==> src/hw/rtl/prc_pkg.sv <==
// ---------------------------------------------------------------------------
// prc_pkg
// types, constants and match function of the priority rule classifier
// ---------------------------------------------------------------------------
package prc_pkg;

    localparam int RULE_SLOTS = 32;
    localparam int IDX_W      = (RULE_SLOTS > 1) ? $clog2(RULE_SLOTS) : 1;
    localparam int FIFO_DEPTH = 2;
    localparam int FIFO_AW    = (FIFO_DEPTH > 1) ? $clog2(FIFO_DEPTH) : 1;
    localparam int FIFO_CW    = $clog2(FIFO_DEPTH + 1);

    localparam logic       ACT_WRITE    = 1'b0;
    localparam logic       ACT_CLASSIFY = 1'b1;
    localparam logic [1:0] DIR_EITHER   = 2'd2;
    localparam logic [31:0] HIT_MAX     = 32'hFFFF_FFFF;

    typedef struct packed {
        logic        action;
        logic [4:0]  rule_slot;
        logic        rule_enabled;
        logic [7:0]  rule_priority;
        logic [1:0]  direction;
        logic [7:0]  protocol;
        logic [15:0] port_low;
        logic [15:0] port_high;
        logic        address_check;
        logic [31:0] ipv4_address;
        logic [2:0]  rule_verdict;
    } t_item;

    typedef struct packed {
        logic [2:0]  verdict;
        logic        matched;
        logic [4:0]  matched_slot;
        logic [31:0] hit_total;
    } t_result;

    typedef struct packed {
        logic [7:0]  pri;
        logic [1:0]  dir;
        logic [7:0]  proto;
        logic [15:0] port_lo;
        logic [15:0] port_hi;
        logic        addr_chk;
        logic [31:0] addr;
        logic [2:0]  verd;
    } t_rule;

    typedef enum logic [1:0] {
        CMD_WRITE,
        CMD_SKIP,
        CMD_CLASSIFY
    } t_cmd_kind;

    // for a classify, rule carries the connection: dir, proto, port_lo, addr
    typedef struct packed {
        t_cmd_kind        kind;
        logic [IDX_W-1:0] slot;
        logic             en;
        t_rule            rule;
    } t_cmd;

    typedef enum logic [2:0] {
        BK_IDLE,
        BK_SCAN,
        BK_DRAIN,
        BK_HIT_RD,
        BK_HIT_WR,
        BK_OUT
    } t_bk_state;

    function automatic logic rule_match(t_rule r, t_rule c);
        logic dir_ok;
        logic proto_ok;
        logic port_ok;
        logic addr_ok;
        dir_ok   = (r.dir == DIR_EITHER) || (r.dir == c.dir);
        proto_ok = (r.proto == 8'd0) || (r.proto == c.proto);
        if (r.port_lo == 16'd0) begin
            port_ok = 1'b1;
        end else if (r.port_hi != 16'd0) begin
            port_ok = (c.port_lo >= r.port_lo) && (c.port_lo <= r.port_hi);
        end else begin
            port_ok = (c.port_lo == r.port_lo);
        end
        addr_ok  = !r.addr_chk || (r.addr == c.addr);
        return dir_ok && proto_ok && port_ok && addr_ok;
    endfunction

endpackage

==> src/hw/rtl/prc_ifs.sv <==
// ---------------------------------------------------------------------------
// prc channel interfaces
// valid/ready channels for items, results and the config register
// ---------------------------------------------------------------------------
interface prc_item_if import prc_pkg::*; ();
    logic  valid;
    logic  ready;
    t_item data;
    modport source (output valid, output data, input ready);
    modport sink   (input valid, input data, output ready);
endinterface

interface prc_result_if import prc_pkg::*; ();
    logic    valid;
    logic    ready;
    t_result data;
    modport source (output valid, output data, input ready);
    modport sink   (input valid, input data, output ready);
endinterface

interface prc_cfg_if;
    logic       valid;
    logic       ready;
    logic [2:0] data;
    modport source (output valid, output data, input ready);
    modport sink   (input valid, input data, output ready);
endinterface

==> src/hw/rtl/priority_rule_packet_classifier_core.sv <==
// ---------------------------------------------------------------------------
// priority_rule_packet_classifier_core
// rule table classifier: stores filter rules and picks the best match
// ---------------------------------------------------------------------------
// i_item carries one transaction per rule write or connection classify;
// o_result returns exactly one transaction per item, in order. i_cfg writes
// the default verdict and is always ready; write it only while idle.
// The front registers and sorts each item into a two-entry command queue, so
// new items are taken while the back is busy or its result waits.
// A write passes the back through its output state only. A classify scans
// the rule table one slot per cycle through its single read port, then
// drains, reads and writes the hit counter of the winner when a rule
// matches, and moves the result to the output register.
// Reset clears every rule's enable bit and hit-counter valid bit, the default
// verdict and all queues; the block is ready for items right after reset.
// When the receiver stalls, the result stays in the output register, the
// back waits and the queue fills; i_item.ready then falls.
// ---------------------------------------------------------------------------
module priority_rule_packet_classifier_core import prc_pkg::*; (
    input  logic         i_clk,
    input  logic         i_rst_n,
    prc_item_if.sink     i_item,
    prc_cfg_if.sink      i_cfg,
    prc_result_if.source o_result
);

    logic f_valid;
    t_cmd f_cmd;
    logic f_ready;
    logic q_valid;
    t_cmd q_cmd;
    logic q_ready;

    prc_front u_front (
        .i_clk        (i_clk),
        .i_rst_n      (i_rst_n),
        .i_item       (i_item),
        .o_push_valid (f_valid),
        .o_push_cmd   (f_cmd),
        .i_push_ready (f_ready)
    );

    prc_fifo u_fifo (
        .i_clk        (i_clk),
        .i_rst_n      (i_rst_n),
        .i_push_valid (f_valid),
        .i_push_cmd   (f_cmd),
        .o_push_ready (f_ready),
        .o_pop_valid  (q_valid),
        .o_pop_cmd    (q_cmd),
        .i_pop_ready  (q_ready)
    );

    prc_back u_back (
        .i_clk       (i_clk),
        .i_rst_n     (i_rst_n),
        .i_cfg       (i_cfg),
        .i_cmd_valid (q_valid),
        .i_cmd       (q_cmd),
        .o_cmd_ready (q_ready),
        .o_result    (o_result)
    );

endmodule

==> src/hw/rtl/prc_front.sv <==
// ---------------------------------------------------------------------------
// prc_front
// accepts input items, sorts them into commands and offers them to the queue
// ---------------------------------------------------------------------------
module prc_front import prc_pkg::*; (
    input  logic        i_clk,
    input  logic        i_rst_n,
    prc_item_if.sink    i_item,
    output logic        o_push_valid,
    output t_cmd        o_push_cmd,
    input  logic        i_push_ready
);

    logic r_hold_valid;
    t_cmd r_hold;
    t_cmd n_hold;
    logic take;

    assign i_item.ready = !r_hold_valid || i_push_ready;
    assign take         = i_item.valid && i_item.ready;

    always_comb begin
        n_hold.slot          = IDX_W'(i_item.data.rule_slot);
        n_hold.en            = i_item.data.rule_enabled;
        n_hold.rule.pri      = i_item.data.rule_priority;
        n_hold.rule.dir      = i_item.data.direction;
        n_hold.rule.proto    = i_item.data.protocol;
        n_hold.rule.port_lo  = i_item.data.port_low;
        n_hold.rule.port_hi  = i_item.data.port_high;
        n_hold.rule.addr_chk = i_item.data.address_check;
        n_hold.rule.addr     = i_item.data.ipv4_address;
        n_hold.rule.verd     = i_item.data.rule_verdict;
        if (i_item.data.action == ACT_CLASSIFY) begin
            n_hold.kind = CMD_CLASSIFY;
        end else if (32'(i_item.data.rule_slot) < RULE_SLOTS) begin
            n_hold.kind = CMD_WRITE;
        end else begin
            // slot beyond the table still answers with a zero result
            n_hold.kind = CMD_SKIP;
        end
    end

    always_ff @(posedge i_clk) begin
        if (!i_rst_n) begin
            r_hold_valid <= 1'b0;
        end else if (take) begin
            r_hold_valid <= 1'b1;
        end else if (i_push_ready) begin
            r_hold_valid <= 1'b0;
        end
    end

    always_ff @(posedge i_clk) begin
        if (take) begin
            r_hold <= n_hold;
        end
    end

    assign o_push_valid = r_hold_valid;
    assign o_push_cmd   = r_hold;

endmodule

==> src/hw/rtl/prc_fifo.sv <==
// ---------------------------------------------------------------------------
// prc_fifo
// short command queue between the front and the back
// ---------------------------------------------------------------------------
module prc_fifo import prc_pkg::*; (
    input  logic i_clk,
    input  logic i_rst_n,
    input  logic i_push_valid,
    input  t_cmd i_push_cmd,
    output logic o_push_ready,
    output logic o_pop_valid,
    output t_cmd o_pop_cmd,
    input  logic i_pop_ready
);

    t_cmd               r_mem [FIFO_DEPTH];
    logic [FIFO_AW-1:0] r_wr_ptr;
    logic [FIFO_AW-1:0] r_rd_ptr;
    logic [FIFO_CW-1:0] r_count;
    logic               push;
    logic               pop;

    assign o_push_ready = (r_count != FIFO_CW'(FIFO_DEPTH));
    assign o_pop_valid  = (r_count != '0);
    assign o_pop_cmd    = r_mem[r_rd_ptr];
    assign push         = i_push_valid && o_push_ready;
    assign pop          = o_pop_valid && i_pop_ready;

    always_ff @(posedge i_clk) begin
        if (!i_rst_n) begin
            r_wr_ptr <= '0;
            r_rd_ptr <= '0;
            r_count  <= '0;
        end else begin
            if (push) begin
                r_wr_ptr <= (r_wr_ptr == FIFO_AW'(FIFO_DEPTH - 1)) ? '0
                            : r_wr_ptr + FIFO_AW'(1);
            end
            if (pop) begin
                r_rd_ptr <= (r_rd_ptr == FIFO_AW'(FIFO_DEPTH - 1)) ? '0
                            : r_rd_ptr + FIFO_AW'(1);
            end
            if (push && !pop) begin
                r_count <= r_count + FIFO_CW'(1);
            end else if (pop && !push) begin
                r_count <= r_count - FIFO_CW'(1);
            end
        end
    end

    always_ff @(posedge i_clk) begin
        if (push) begin
            r_mem[r_wr_ptr] <= i_push_cmd;
        end
    end

endmodule

==> src/hw/rtl/prc_back.sv <==
// ---------------------------------------------------------------------------
// prc_back
// rule table, slot-by-slot priority scan, hit counters and result register
// ---------------------------------------------------------------------------
module prc_back import prc_pkg::*; (
    input  logic          i_clk,
    input  logic          i_rst_n,
    prc_cfg_if.sink       i_cfg,
    input  logic          i_cmd_valid,
    input  t_cmd          i_cmd,
    output logic          o_cmd_ready,
    prc_result_if.source  o_result
);

    t_rule             rule_mem [RULE_SLOTS];
    logic [31:0]       hit_mem  [RULE_SLOTS];
    logic [RULE_SLOTS-1:0] r_rule_en;
    logic [RULE_SLOTS-1:0] r_hit_vld;

    t_bk_state         r_state;
    t_bk_state         n_state;
    logic [2:0]        r_default_verdict;
    t_cmd              r_cmd;
    logic [IDX_W-1:0]  r_idx;
    logic              r_eval_valid;
    logic [IDX_W-1:0]  r_eval_idx;
    t_rule             r_rd_rule;
    logic              r_rd_en;
    logic              r_found;
    logic [7:0]        r_best_pri;
    logic [2:0]        r_best_verd;
    logic [IDX_W-1:0]  r_best;
    logic [31:0]       r_hit_q;
    logic              r_hit_ok;
    t_result           r_res;
    logic              r_out_valid;
    t_result           r_out;

    logic              cand_hit;
    logic              n_found;
    logic              out_free;
    logic              pop;
    logic              do_write;
    logic [31:0]       hit_cur;
    logic [31:0]       hit_next;

    assign i_cfg.ready = 1'b1;
    assign out_free    = !r_out_valid || o_result.ready;
    assign pop         = i_cmd_valid && o_cmd_ready;
    assign do_write    = pop && (i_cmd.kind == CMD_WRITE);

    // later rule replaces the best only on strictly higher priority
    assign cand_hit = r_eval_valid && r_rd_en
                      && (!r_found || (r_rd_rule.pri > r_best_pri))
                      && rule_match(r_rd_rule, r_cmd.rule);
    assign n_found  = r_found || cand_hit;

    assign hit_cur  = r_hit_ok ? r_hit_q : 32'd0;
    assign hit_next = (hit_cur == HIT_MAX) ? hit_cur : hit_cur + 32'd1;

    // next state
    always_comb begin
        n_state = r_state;
        case (r_state)
            BK_IDLE: begin
                if (i_cmd_valid) begin
                    n_state = (i_cmd.kind == CMD_CLASSIFY) ? BK_SCAN : BK_OUT;
                end
            end
            BK_SCAN: begin
                if (r_idx == IDX_W'(RULE_SLOTS - 1)) begin
                    n_state = BK_DRAIN;
                end
            end
            BK_DRAIN:  n_state = n_found ? BK_HIT_RD : BK_OUT;
            BK_HIT_RD: n_state = BK_HIT_WR;
            BK_HIT_WR: n_state = BK_OUT;
            BK_OUT: begin
                if (out_free) begin
                    n_state = BK_IDLE;
                end
            end
            default:   n_state = BK_IDLE;
        endcase
    end

    // state outputs
    always_comb begin
        case (r_state)
            BK_IDLE: o_cmd_ready = 1'b1;
            default: o_cmd_ready = 1'b0;
        endcase
    end

    // control registers
    always_ff @(posedge i_clk) begin
        if (!i_rst_n) begin
            r_state           <= BK_IDLE;
            r_default_verdict <= 3'd0;
            r_rule_en         <= '0;
            r_hit_vld         <= '0;
            r_eval_valid      <= 1'b0;
            r_found           <= 1'b0;
            r_out_valid       <= 1'b0;
        end else begin
            r_state <= n_state;
            if (i_cfg.valid) begin
                r_default_verdict <= i_cfg.data;
            end
            if (do_write) begin
                r_rule_en[i_cmd.slot] <= i_cmd.en;
                r_hit_vld[i_cmd.slot] <= 1'b0;
            end
            if (r_state == BK_HIT_WR) begin
                r_hit_vld[r_best] <= 1'b1;
            end
            if (pop) begin
                r_eval_valid <= 1'b0;
                r_found      <= 1'b0;
            end else if (r_state == BK_SCAN) begin
                r_eval_valid <= 1'b1;
                r_found      <= n_found;
            end else if (r_state == BK_DRAIN) begin
                r_eval_valid <= 1'b0;
                r_found      <= n_found;
            end
            if ((r_state == BK_OUT) && out_free) begin
                r_out_valid <= 1'b1;
            end else if (o_result.ready) begin
                r_out_valid <= 1'b0;
            end
        end
    end

    // table and counter memories
    always_ff @(posedge i_clk) begin
        if (do_write) begin
            rule_mem[i_cmd.slot] <= i_cmd.rule;
        end
        if (r_state == BK_SCAN) begin
            r_rd_rule <= rule_mem[r_idx];
        end
        if (r_state == BK_HIT_RD) begin
            r_hit_q <= hit_mem[r_best];
        end
        if (r_state == BK_HIT_WR) begin
            hit_mem[r_best] <= hit_next;
        end
    end

    // scan datapath
    always_ff @(posedge i_clk) begin
        if (pop) begin
            r_cmd <= i_cmd;
            r_idx <= '0;
            r_res <= '0;
        end
        if (r_state == BK_SCAN) begin
            r_rd_en    <= r_rule_en[r_idx];
            r_eval_idx <= r_idx;
            r_idx      <= r_idx + IDX_W'(1);
        end
        if (cand_hit) begin
            r_best      <= r_eval_idx;
            r_best_pri  <= r_rd_rule.pri;
            r_best_verd <= r_rd_rule.verd;
        end
        if (r_state == BK_DRAIN && !n_found) begin
            r_res.verdict      <= r_default_verdict;
            r_res.matched      <= 1'b0;
            r_res.matched_slot <= 5'd0;
            r_res.hit_total    <= 32'd0;
        end
        if (r_state == BK_HIT_RD) begin
            r_hit_ok <= r_hit_vld[r_best];
        end
        if (r_state == BK_HIT_WR) begin
            r_res.verdict      <= r_best_verd;
            r_res.matched      <= 1'b1;
            r_res.matched_slot <= 5'(r_best);
            r_res.hit_total    <= hit_next;
        end
        if ((r_state == BK_OUT) && out_free) begin
            r_out <= r_res;
        end
    end

    assign o_result.valid = r_out_valid;
    assign o_result.data  = r_out;

endmodule

==> src/flat_wrapper.sv <==
// flat-port wrapper written by rule: the top's interface ports become plain ports
module priority_rule_packet_classifier_core_flat import prc_pkg::*;
  (i_clk, i_rst_n, i_item_valid, i_item_data, i_item_ready, i_cfg_valid, i_cfg_data, i_cfg_ready, o_result_valid, o_result_data, o_result_ready);
  prc_item_if i_item_i ();
  prc_cfg_if i_cfg_i ();
  prc_result_if o_result_i ();
  input  logic i_clk;
  input  logic i_rst_n;
  input wire logic [$bits(i_item_i.valid)-1:0] i_item_valid;
  input wire logic [$bits(i_item_i.data)-1:0] i_item_data;
  output wire logic [$bits(i_item_i.ready)-1:0] i_item_ready;
  input wire logic [$bits(i_cfg_i.valid)-1:0] i_cfg_valid;
  input wire logic [$bits(i_cfg_i.data)-1:0] i_cfg_data;
  output wire logic [$bits(i_cfg_i.ready)-1:0] i_cfg_ready;
  output wire logic [$bits(o_result_i.valid)-1:0] o_result_valid;
  output wire logic [$bits(o_result_i.data)-1:0] o_result_data;
  input wire logic [$bits(o_result_i.ready)-1:0] o_result_ready;
  assign i_item_i.valid = i_item_valid;
  assign i_item_i.data = i_item_data;
  assign i_item_ready = i_item_i.ready;
  assign i_cfg_i.valid = i_cfg_valid;
  assign i_cfg_i.data = i_cfg_data;
  assign i_cfg_ready = i_cfg_i.ready;
  assign o_result_valid = o_result_i.valid;
  assign o_result_data = o_result_i.data;
  assign o_result_i.ready = o_result_ready;
  priority_rule_packet_classifier_core u_core (.i_clk(i_clk), .i_rst_n(i_rst_n), .i_item(i_item_i), .i_cfg(i_cfg_i), .o_result(o_result_i));
endmodule
==> config.mk <==
export PLATFORM = sky130hd
export DESIGN_NAME = priority_rule_packet_classifier_core_flat
export DESIGN_NICKNAME = d
export VERILOG_FILES = /design/src/hw/rtl/prc_pkg.sv /design/src/hw/rtl/prc_ifs.sv /design/src/hw/rtl/priority_rule_packet_classifier_core.sv /design/src/hw/rtl/prc_front.sv /design/src/hw/rtl/prc_fifo.sv /design/src/hw/rtl/prc_back.sv /design/src/flat_wrapper.sv
export SDC_FILE = /design/constraint.sdc
export NUM_CORES = 2
export LEC_CHECK = 0
export ABC_CLOCK_PERIOD_IN_PS = 8200
export BUFFER_PORTS_ARGS = -buffer_cell sky130_fd_sc_hd__buf_2
export CORE_MARGIN = 2
export CORE_UTILIZATION = 45
export CTS_CLUSTER_SIZE = 40
export DETAILED_ROUTE_END_ITERATION = 12
export GPL_TIMING_DRIVEN = 1
export PLACE_DENSITY = 0.68
export RECOVER_POWER = 50
export SLEW_MARGIN = 30
export SYNTH_ARGS = -nofsm -noshare
export SYNTH_HDL_FRONTEND = slang
export SYNTH_HIERARCHICAL = 1
export SYNTH_SLANG_ARGS = --single-unit
export TNS_END_PERCENT = 30
==> constraint.sdc <==
create_clock -name i_clk -period 8.2 [get_ports i_clk]
set_input_delay 0.41 -clock i_clk [delete_from_list [all_inputs] [get_ports i_clk]]
set_output_delay 0.41 -clock i_clk [all_outputs]
set_load 0.03 [all_outputs]
## After elaboration in Yosys (flattened, before gate mapping)

Memory sizes are Yosys's and may differ from the RTL's. A register that Yosys moved wholly into a read port is not among the register bits.
Cells that the tools add are included.

| word-level totals | value |
|---|---|
| memories | 3 |
| register bits | 340 |
| memory bits (writable) | 3,964 |
| output and inout port bits | 44 |
| input bits | 101 |
| word-level logic and storage cells | 174 |

| cells by class | value |
|---|---|
| bitwise gates (word level) | 4 |
| reduce and logical (&&, ||, !) cells | 46 |
| add/subtract/negate cells | 6 |
| muxes and demuxes | 49 |
| order comparisons | 8 |
| equality and inequality tests | 17 |

Memories:

| memory | words | width | rd ports | clocked after Yosys merged registers in | wr ports | line | RTL |
|---|---|---|---|---|---|---|---|
| u_core.u_back.rule_mem | 32 | 86 | 1 | 1 | 1 | prc_back.sv:15 | `t_rule rule_mem [RULE_SLOTS];` |
| u_core.u_back.hit_mem | 32 | 32 | 1 | 1 | 1 | prc_back.sv:16 | `logic [31:0] hit_mem [RULE_SLOTS];` |
| u_core.u_fifo.r_mem | 2 | 94 | 1 | 1 | 1 | prc_fifo.sv:16 | `t_cmd r_mem [FIFO_DEPTH];` |

Operators by type and width:

| kind | number |
|---|---|
| $mux 32 | 5 |
| $mux 41 | 3 |
| $add 32x1->32 const B | 1 |
| $and 32x32->32 | 1 |
| $bwmux 32 | 1 |
| $eq 32x32->1 | 1 |
| $eq 32x32->1 const B | 1 |
| $not 32->32 | 1 |
| $or 32x32->32 | 1 |
| $mux 1 | 25 |
| $lt 5x6->1 const B | 3 |
| $pmux 3 s6 | 1 |
| $logic_and 1x1->1 | 17 |
| $eq 16x16->1 | 1 |
| $ge 16x16->1 | 1 |
| $le 16x16->1 | 1 |
| $logic_not 16->1 | 1 |
| $reduce_bool 16->1 | 1 |
| $mux 3 | 5 |
| $reduce_bool 2->1 | 7 |
| $bmux 1 s5 | 2 |
| $demux 1 s5 | 2 |
| $ge 5x1->1 const B | 2 |
| $mux 5 | 2 |
| 24 further kinds | 44 |

## Longest topological paths before layout

| logic depth | value |
|---|---|
| depth after elaboration | 12 |
| depth in mapped cells | 11 |
| depth with buffers taken out | 9 |

## Modules after synthesis

Netlist, hierarchy kept.

Modules (own cells, without submodules):

| module | sequential area each (µm²) | area each (µm²) | times used | cells each |
|---|---|---|---|---|
| prc_back | 123,428.4 | 157,106.9 | 1 | 6,581 |
| prc_fifo | 5,745.5 | 7,014.2 | 1 | 316 |
| prc_front | 2,812.7 | 2,861.5 | 1 | 100 |

## Worst setup path before layout

OpenSTA, ideal clock, no wires.

| timing | value |
|---|---|
| kind | reg-to-reg |
| start | register (tool-made name) |
| end | memory u_core/u_back/rule_mem[3][0] (netlist name) (enable) |
| setup time | 534 ps |
| stages on the path, launching flop included | 7 |
| path buffers | 2 |
| data required time | 7,666 ps |
| period minus slack after synthesis | 5,821 ps |
| path slack | 2,379 ps |
| data arrival time | 5,287 ps |
| cells stage by stage | dfxtp_1 > buf_2 > mux2_2 > nor3_1 > nand3_1 > clkbuf_1 > nor2_1 |

RTL lines:

| what | line |
|---|---|
| end: declaration | prc_back.sv:15 |

==> impl_metrics.yaml <==
run_status:
  status: "finished with violations"
  violations: "max-capacitance violations, max-slew violations"
logic_synthesis:
  synthSimpleGateAreaFrac_pct: 1.44
  synth-seq-area-share_pct: 79.0
  synthCells: 6997
  synth-edff-count: 4342
  yosysTopAreaCellShare_pct: 78.1
  synth_area_um2: 167000
  ys_ff_latch: 4422
  synth.mux.area_fraction_pct: 16.6
  synth_top_family_by_area: "multiplexers"
  ys_warn_count: 6
  synth_xor_area_share_pct: 0.399
  synth.net_count: 7142
  syn_area_per_cell_um2: 23.9
  synthDistinctLibCells: 62
  synthAdderAreaFrac_pct: 0.330
  synth_area_leader_cell: "edfxtp_1"
  ys_async_sr_fraction_pct: 0
  synth_ff_type: "edfxtp_1"
  synth_area_leaders: "edfxtp_1, mux4_2, mux2_2"
  synth_compound_area_share_pct: 1.20
die:
  start_util_pct: 45.2
  die_area_um2: 376000
  rows: 223
  fp.dieH_um: 613
  io_pins: 145
  die_w_um: 613
  core_um2: 369000
critical_path:
  cp-start-kind: "flip-flop"
  worstRegToRegCells: 6
  worstPathArrival_ns: 6.57
  critPathKind: "flip-flop to flip-flop"
  crit_required_ns: 8.64
  worstSetupEndpointType: "flip-flop"
  critPathMaxFanout: 64
clocking:
  cts_root_buffer: "clkbuf_16"
  htreeDepth: 5
  cts_buffers: 428
  cts.sinks: 4422
  path_clk_slew_ns: 0.07
  clockBufferDepth: 4
  clk_latency_ns: 0.99
  cts_tree: "built"
  cts_resized: 0
drt:
  finalWirelength_um: 404000
  ant_nets: 0
  drtIter0Drc: 9665
  drc: 0
  wl_per_cell_um: 31.5
  drtPass1Iterations: 5
  vias: 78000
  viasPerCell: 6.08
finish:
  area_delta_synth_final_pct: 13.3
  final_common_cell: "edfxtp_1"
  final_cell_area_um2: 189000
  post-route-util_pct: 51.2
  fillCellCount: 28000
  instances_no_fill: 12800
  final_nets: 7650
  drive_gt1_share_pct: 27.3
  final_cell_mix: "edfxtp_1, mux4_2, clkbuf_16"
power_and_ir_drop:
  leakagePower_nw: 58.5
  total_power_mw: 57.7
  power_density_nw_per_um2: 305
  ir_drop_mv: 0.306
place:
  gp_congestion: 0.838
  hpwlAfterDp_um: 200000
  place_ws_ns: 4.04
  place_inst: 11900
  placed_area_um2: 175000
  portBuffers: 143
global_routing:
  grt_usage_pct: 21.3
  overflow: 0
  grt_pass1_wl_um: 574000
  grt_max_degree: 140
  antenna_found_initial: 10
  grt_pass1_vias: 78500
sta:
  hold_violations: 0
  fmax_ghz: 0.163
  fin_tns_setup_ns: 0
  hold_ws_ns: 0.141
  fin_crit_sh_pct: 74.7
  tightest_slew_ns: 4.65
  clock_skew_ns: 0.101
  setup_viol: 0
  layout_setup_ws_ns: 2.07
  grt_setup_unrepaired: "no"
  slew_viol_final: 1026
  layout_min_cycle_time_ns: 6.13
  maxSlewHeadroom_pct: -210
worst_hold_path:
  hold_path_class: "input pin to flip-flop"
  worstHoldPathCells: 2
flow_run:
  maxCapViolCount: 43
cell type report:
| class | count | area (um^2) | share of cell area, % |
|---|---|---|---|
| flip-flops and latches | 4422 | 132000 | 69.8 |
| clock inverters | 253 | 2300 | 1.21 |
| multi-input cells | 2172 | 33500 | 17.7 |
| repair buffers | 416 | 3440 | 1.82 |
| well taps | 4950 | 6190 | 3.27 |
| inverters | 65 | 303 | 0.160 |
| clock buffers | 531 | 11300 | 6.00 |
| diodes | 8 | 20.0 | 0.0106 |
worst max-delay path, stage by stage (launching register included):
cell and delay, ns:
dfxtp_1 1.49, mux2_1 0.43, nor3_1 0.43, nand3b_1 0.12
clkbuf_1 0.40, nor2_1 0.31, clkbuf_2 2.26
worst paths after layout:
| kind | start | slack, ns | to |
|---|---|---|---|
| setup / recovery | flip-flop | 2.07 | u_core/u_back/rule_mem[9][62] |
| hold / removal | i_item_data[5] | 0.14 | u_core/u_front/o_push_cmd[5] |
| setup reg to reg | flip-flop | 2.07 | u_core/u_back/rule_mem[9][62] |
| hold reg to reg | u_core/u_back/r_res[22] | 0.42 | u_core/u_back/o_result.data[22] |
repair_timing:
action,in CTS,in global routing
hold buffers,100,0
hold endpoints to repair,110,0
setup buffers,0,0
synthesized netlist by cell type, types with 26 or more instances:
| cell type | count |
|---|---|
| buf_1 | 76 |
| and2_1 | 29 |
| nor2b_1 | 59 |
| clkbuf_1 | 173 |
| a22oi_1 | 132 |
| inv_1 | 65 |
| o21ai_0 | 43 |
| nor2_1 | 84 |
| nand4_1 | 56 |
| ha_1 | 44 |
| nand2_1 | 89 |
| a21oi_1 | 31 |
| xor2_1 | 52 |
| mux4_2 | 1134 |
| dfxtp_1 | 80 |
| edfxtp_1 | 4342 |
| mux2_2 | 181 |
| buf_2 | 58 |
| a21boi_0 | 32 |
| buf_4 | 26 |
layer usage:
layer	GRT usage [%]	up-vias	wire, um
li1	-	30900	-
met1	29.7	42500	159000
met2	35.3	3951	199000
met3	3.30	689	33800
met4	5.79	0	12100
met5	0	-	0
report_power, final:
| part | internal [mW] | leakage [nW] | total, mW | switching [mW] |
|---|---|---|---|---|
| clock | 10.9 | 6.65 | 19.2 | 8.28 |
| combinational | 5.24 | 11.7 | 11.4 | 6.11 |
| sequential | 26.7 | 40.1 | 27.1 | 0.430 |
registers in the layout (all words and copies together) (netlist names), 2 cells and up, named ones only:
signal,count
u_core/u_back/r_best_verd,3
u_core/u_back/rule_mem,2752
u_core/u_back/r_idx,5
u_core/u_front/o_push_cmd,93
u_core/u_back/r_rd_rule,86
u_core/u_fifo/r_mem,188
u_core/u_back/hit_mem,1024
u_core/u_back/o_result.data,41
u_core/u_fifo/r_count,2
u_core/u_back/r_res,41
u_core/u_back/r_rule_en,32
u_core/u_back/r_state,3
u_core/u_back/r_best,5
u_core/u_back/r_eval_idx,5
u_core/u_back/r_hit_q,32
u_core/u_back/r_best_pri,8
u_core/u_back/r_hit_vld,32
u_core/u_back/r_default_verdict,3
u_core/u_back/r_cmd,58
logic make-up (layout without fill, tap and decap cells):
family          after synthesis  after routing
other cells                   2             10
compound gates              286            286
fa+ha+maj                    44             44
mux                        1323           1323
buf+inv                     403           1265
simple gates                441            441
xor+xnor                     76             76
flops                      4422           4422
(Power assumes the default switching activity.)
